$ cat src/design/wpf_pkg.sv
// Shared types and constants of the waypoint path follower.
`default_nettype none
package wpf_pkg;

    localparam int unsigned OPW = 34;
    localparam int unsigned PW  = 68;
    localparam logic [33:0] BUDGET_MAX = 34'h3_FFFF_FFFF;

    typedef enum logic [1:0] {
        FUNC_CLEAR  = 2'd0,
        FUNC_APPEND = 2'd1,
        FUNC_TICK   = 2'd2,
        FUNC_SETPOS = 2'd3
    } t_func;

    typedef enum logic [0:0] {
        CFG_SPEED       = 1'b0,
        CFG_STOP_RADIUS = 1'b1
    } t_cfg_reg;

    typedef struct packed {
        t_func              func;
        logic signed [31:0] point_x;
        logic signed [31:0] point_y;
        logic signed [31:0] point_z;
        logic        [31:0] delta_time;
    } t_in_req;

    typedef struct packed {
        logic signed [31:0] pos_x;
        logic signed [31:0] pos_y;
        logic signed [31:0] pos_z;
        logic        [8:0]  next_index;
        logic               arrived;
        logic               full_flag;
    } t_out_rsp;

    typedef struct packed {
        logic signed [31:0] x;
        logic signed [31:0] y;
        logic signed [31:0] z;
    } t_point;

    typedef enum logic [1:0] {
        ALU_MUL  = 2'd0,
        ALU_DIV  = 2'd1,
        ALU_SQRT = 2'd2
    } t_alu_op;

    typedef struct packed {
        logic    start;
        t_alu_op op;
    } t_alu_req;

    typedef struct packed {
        logic          done;
        logic [PW-1:0] result;
    } t_alu_rsp;

    typedef enum logic [3:0] {
        S_IDLE,
        S_BUD_GO,
        S_BUD_W,
        S_LOOP,
        S_RD,
        S_SQ_GO,
        S_SQ_W,
        S_CMP,
        S_SQRT_GO,
        S_SQRT_W,
        S_MV_GO,
        S_MV_W,
        S_DV_W,
        S_FIN,
        S_OUT
    } t_state;

endpackage
`default_nettype wire

$ cat src/design/wpf_serial_alu.sv
// Shared serial unit: shift-add multiply, restoring divide, digit-by-digit square root.
`default_nettype none
module wpf_serial_alu (
    input  wire logic                   i_clk,
    input  wire logic                   i_rst_n,
    input  wpf_pkg::t_alu_req           i_req,
    input  wire logic [wpf_pkg::PW-1:0] i_opa,
    input  wire logic [wpf_pkg::OPW-1:0] i_opb,
    output wpf_pkg::t_alu_rsp           o_rsp
);
    import wpf_pkg::*;

    logic [PW-1:0]  r_acc;
    logic [OPW-1:0] r_mcand;
    logic [OPW-1:0] r_opb;
    logic [33:0]    r_rem;
    logic [32:0]    r_root;
    logic [6:0]     r_cnt;
    logic           r_busy;
    logic           r_done;
    t_alu_op        r_op;

    logic [OPW:0]   mul_sum;
    logic [34:0]    div_trial;
    logic           div_ge;
    logic [35:0]    sq_rem;
    logic [35:0]    sq_trial;
    logic           sq_ge;

    assign mul_sum   = {1'b0, r_acc[PW-1:OPW]} + (r_opb[0] ? {1'b0, r_mcand} : '0);
    assign div_trial = {r_rem, r_acc[PW-1]};
    assign div_ge    = div_trial >= {1'b0, r_opb};
    assign sq_rem    = {r_rem, r_acc[65:64]};
    assign sq_trial  = {1'b0, r_root, 2'b01};
    assign sq_ge     = sq_rem >= sq_trial;

    always_ff @(posedge i_clk) begin
        if (!i_rst_n) begin
            r_busy <= 1'b0;
            r_done <= 1'b0;
            r_cnt  <= '0;
            r_op   <= ALU_MUL;
        end else begin
            r_done <= 1'b0;
            if (i_req.start) begin
                r_busy <= 1'b1;
                r_op   <= i_req.op;
                r_rem  <= '0;
                r_root <= '0;
                r_opb  <= i_opb;
                case (i_req.op)
                    ALU_MUL: begin
                        r_acc   <= '0;
                        r_mcand <= i_opa[OPW-1:0];
                        r_cnt   <= 7'(OPW);
                    end
                    ALU_DIV: begin
                        r_acc <= i_opa;
                        r_cnt <= 7'(PW);
                    end
                    ALU_SQRT: begin
                        r_acc <= i_opa;
                        r_cnt <= 7'd33;
                    end
                    default: begin
                        r_acc <= '0;
                        r_cnt <= 7'd1;
                    end
                endcase
            end else if (r_busy) begin
                case (r_op)
                    ALU_MUL: begin
                        r_acc <= {mul_sum, r_acc[OPW-1:1]};
                        r_opb <= r_opb >> 1;
                    end
                    ALU_DIV: begin
                        r_rem <= div_ge ? 34'(div_trial - {1'b0, r_opb}) : div_trial[33:0];
                        r_acc <= {r_acc[PW-2:0], div_ge};
                    end
                    ALU_SQRT: begin
                        r_rem  <= sq_ge ? 34'(sq_rem - sq_trial) : sq_rem[33:0];
                        r_root <= {r_root[31:0], sq_ge};
                        r_acc  <= {r_acc[PW-3:0], 2'b00};
                    end
                    default: begin
                        r_acc <= r_acc;
                    end
                endcase
                r_cnt <= r_cnt - 7'd1;
                if (r_cnt == 7'd1) begin
                    r_busy <= 1'b0;
                    r_done <= 1'b1;
                end
            end
        end
    end

    always_comb begin
        o_rsp.done   = r_done;
        o_rsp.result = (r_op == ALU_SQRT) ? PW'(r_root) : r_acc;
    end

endmodule
`default_nettype wire
$ cat config.mk
export PLATFORM = sky130hd
export DESIGN_NAME = wpf_serial_alu
export DESIGN_NICKNAME = d
export VERILOG_FILES = /design/src/design/wpf_pkg.sv /design/src/design/wpf_serial_alu.sv
export SDC_FILE = /design/constraint.sdc
export NUM_CORES = 1
export LEC_CHECK = 0
export BUFFER_PORTS_ARGS = -buffer_cell sky130_fd_sc_hd__buf_2
export CORE_MARGIN = 5
export CORE_UTILIZATION = 56
export CTS_CLUSTER_DIAMETER = 150
export CTS_CLUSTER_SIZE = 8
export DETAILED_ROUTE_END_ITERATION = 12
export GPL_ROUTABILITY_DRIVEN = 0
export PLACE_DENSITY = 0.88
export SYNTH_ARGS = -nofsm -noshare
export SYNTH_HDL_FRONTEND = slang
export SYNTH_SLANG_ARGS = --single-unit
$ cat constraint.sdc
create_clock -name i_clk -period 10.05 [get_ports i_clk]
set_input_delay 0.5025 -clock i_clk [delete_from_list [all_inputs] [get_ports i_clk]]
set_output_delay 0.5025 -clock i_clk [all_outputs]
set_load 0.01 [all_outputs]
==> impl_metrics.yaml <==
clocking:
  cts_buffer_depth: 3
  cts_sinks: 214
  cts_tree: "built"
  cts_buffers: 30
  cts_post_setup_buffers_inserted: 0
  clockRootBuffer: "clkbuf_16"
  ctsResizeCount: 0
  clk_latency_ns: 0.55
  cts.clk_slew.worst_paths_ns: 0.06
  ctsHoldBuffers: 0
  htree_levels: 1
drt:
  vias_per_cell: 6.62
  wl_per_cell_um: 20.5
  first_pass_iters: 7
  antenna_left: 0
  wl_um: 48100
  drc: 0
  dr_total_vias: 15600
  drt_iter0_markers: 1881
placement:
  numPortBuffers: 175
  place_hpwl_um: 34700
  dp_worst_setup_slack_ns: 5.79
die:
  start_util: 0.564
  pin_count: 176
  dieArea_um2: 33100
  coreArea_um2: 29400
  fp-row-count: 63
  dieHeight_um: 182
  die_w_um: 182
setup_path:
  cp-startpoint: "r_opb[0]"
  cp-end-kind: "flop"
  path_class: "reg -> reg"
  reg2reg_from: "r_opb[0]"
  r2r_slack_ns: 5.62
  rr_worst_depth: 10
  worstSetupStartpointType: "flop"
  critPathMaxFanout: 35
  setup.worst_path.end: "r_rem[10]"
  cp.arrival_ns: 4.77
  timing.rr.end: "r_rem[10]"
  critPathRequiredTime_ns: 10.39
power_and_ir_drop:
  power_frac_comb: 0.313
  p_seq_frac: 0.384
  p_leak_uw: 0.00773
  peakVddDrop_v: 0.000150
  netSwitchingFraction: 0.337
  pwr-share-clk: 0.303
  powerDensity_nw_per_um2: 165
  p_switching_uw: 1030
  p_int_uw: 2020
yosys:
  syn_nets: 2054
  yosysMostFrequentCell: "nand2_1"
  ys_async_sr_fraction: 0
  synth-main-ff-cell: "edfxtp_1"
  synthTopCellsByArea: "edfxtp_1 (37%), ha_1 (8.5%), nand2_1 (4.8%)"
  synth_top_area_cell: "edfxtp_1"
  synth_adder_area_share: 0.0869
  synthMuxAreaShare: 0.0278
  synth.top_cell.area_share: 0.368
  synth-edff-count: 203
  ys_ff_latch: 214
  synth-xor-area-share: 0.0401
  yosysSeqAreaShare: 0.381
  synthTopCellsByCount: "nand2_1 (210), edfxtp_1 (203), nor2_1 (151)"
  synth_compound_area_frac: 0.245
  synthSimpleGateAreaFrac: 0.169
  ys_types: 81
  netlist_instances: 1833
  syn-mean-instance-area_um2: 9.05
  synth_top_family_by_area: "compound AO/OA/AOI/OAI gates"
  yosysWarnings: 0
  syn-cell-area_um2: 16600
global_routing:
  grt_pass1_vias: 15000
  antenna_found_initial: 0
  grt_pass1_wl_um: 75400
  grt_max_degree: 93
  grt_overflow: 0
  grtUsageTotal: 0.275
finish:
  drive_gt1_frac: 0.147
  multiInputGateArea_um2: 9470
  ff_latch_area_um2: 6320
  fillers: 2382
  layout.nets: 2170
  area_delta_synth_final_pct: 11.5
  final_util: 0.629
  diodes: 0
timing:
  fmax_mhz: 226
  layout_min_cycle_time_ns: 4.43
  drv_slew: 0
  fin_ws_ns: 5.62
  setup_violations: 0
  fin_crit_sh: 0.441
  grt_setup_unrepaired: "false"
  tightest_slew_ns: 1.30
  hold_violations: 0
  slew-limit-headroom: 0.132
  finalSetupTns_ns: 0
  finalClockSkew_ns: 0.0130
min_path:
  hold_path_class: "in -> reg"
run:
  maxCapViolations: 0
status:
  outcome: "finished clean"
==> power by group through the flow <==
stage                     clock (uW)  sequential (uW)  combinational [uW]
after global placement             0             1180                 891
after global routing             964             1170                1040
after detailed placement           0             1180                 925
final                            921             1170                 952
after floorplan                    0             1140                 694
after CTS                        928             1160                 934
==> worst min path at each step <==
stage | startpoint | to | depth (start not counted)
floorplan | r_cnt[5] | r_cnt[5] | 2
global placement | r_cnt[5] | r_cnt[5] | 2
detailed placement | r_cnt[5] | r_cnt[5] | 2
CTS | i_opa[8] | r_mcand[8] | 1
global route | i_opa[11] | r_mcand[11] | 1
finish | i_opa[8] | r_mcand[8] | 1
==> worst max-delay path, cell delays in order (launching register included) <==
cell	delay, ns
edfxtp_1	1.08
ha_1	0.35
nor2b_1	0.07
o31a_1	0.27
o221ai_1	0.35
a2111oi_4	0.16
o2111a_1	0.33
o21ai_2	0.24
nand2_1	0.67
mux2i_1	0.29
a221oi_1	0.39
==> per-layer routing <==
metal	GRT usage	share of wire	wire length [um]	vias up
met5	0	0	0	-
met4	0.140	0.057	2740	0
met3	0.0464	0.10	4950	214
met2	0.443	0.46	22200	1005
met1	0.358	0.38	18200	7262
li1	-	-	-	7077
==> through the flow <==
step | hold slack (ns) | cell area [um^2] | total power (uW) | cells
2_1_floorplan | 0.444 | 16600 | 1840 | 1833
3_3_place_gp | 0.465 | 17700 | 2070 | 2307
3_5_place_dp | 0.476 | 17700 | 2100 | 2307
4_1_cts | 0.125 | 18500 | 3030 | 2351
5_1_grt | 0.135 | 18500 | 3180 | 2351
6_report | 0.145 | 18500 | 3040 | 2351
==> layout make-up <==
cell class                 instances  share of cell area
inverter                         109              0.0221
multi-input combinational       1406               0.512
tap                              390              0.0264
clock buffer                      43              0.0444
timing repair buffer             188              0.0530
sequential                       214               0.342
clock inverter                     1            0.000203
==> kinds of logic after synthesis <==
kind of cell / Yosys count
simple gates: 595
compound gates: 579
flops: 214
buf+inv: 213
fa+ha+maj: 114
xor+xnor: 76
mux: 42
==> layout by cell type (no fill, tap or decap), types with 10 or more instances in the layout <==
master     synthesis  routed
buf_2              4     174
and2_1            46      45
dfxtp_1           11      11
inv_1            109     108
a21oi_1          117     117
and3_1            22      22
o21bai_1          10      10
nor2_1           151     150
xnor2_1           55      55
nand2_1          210     210
buf_4              2      13
or3_1             13      13
a211oi_1          21      21
nor2b_1           54      52
nor3_1            20      20
ha_1             112     111
a311oi_1          19      19
o31ai_1           43      43
nand3_1           27      27
edfxtp_1         203     203
o21a_1            16      16
o211ai_1          11      11
a31oi_1           21      21
o21ai_0          110     109
a221oi_1          48      48
nand2b_1          11      10
xor2_1            21      21
clkbuf_1          82      12
mux2_2            33      33
a21o_1            45      45
clkbuf_16          0      31
a22oi_1           15      15
==> sequential cells by signal (all words and copies together) (netlist names) <==
register	flops
r_busy	1
r_root	33
r_rem	34
r_cnt	7
r_mcand	34
r_done	1
r_op	2
r_opb	34
r_acc	68
No activity file was read; power rests on OpenSTA's default activity.
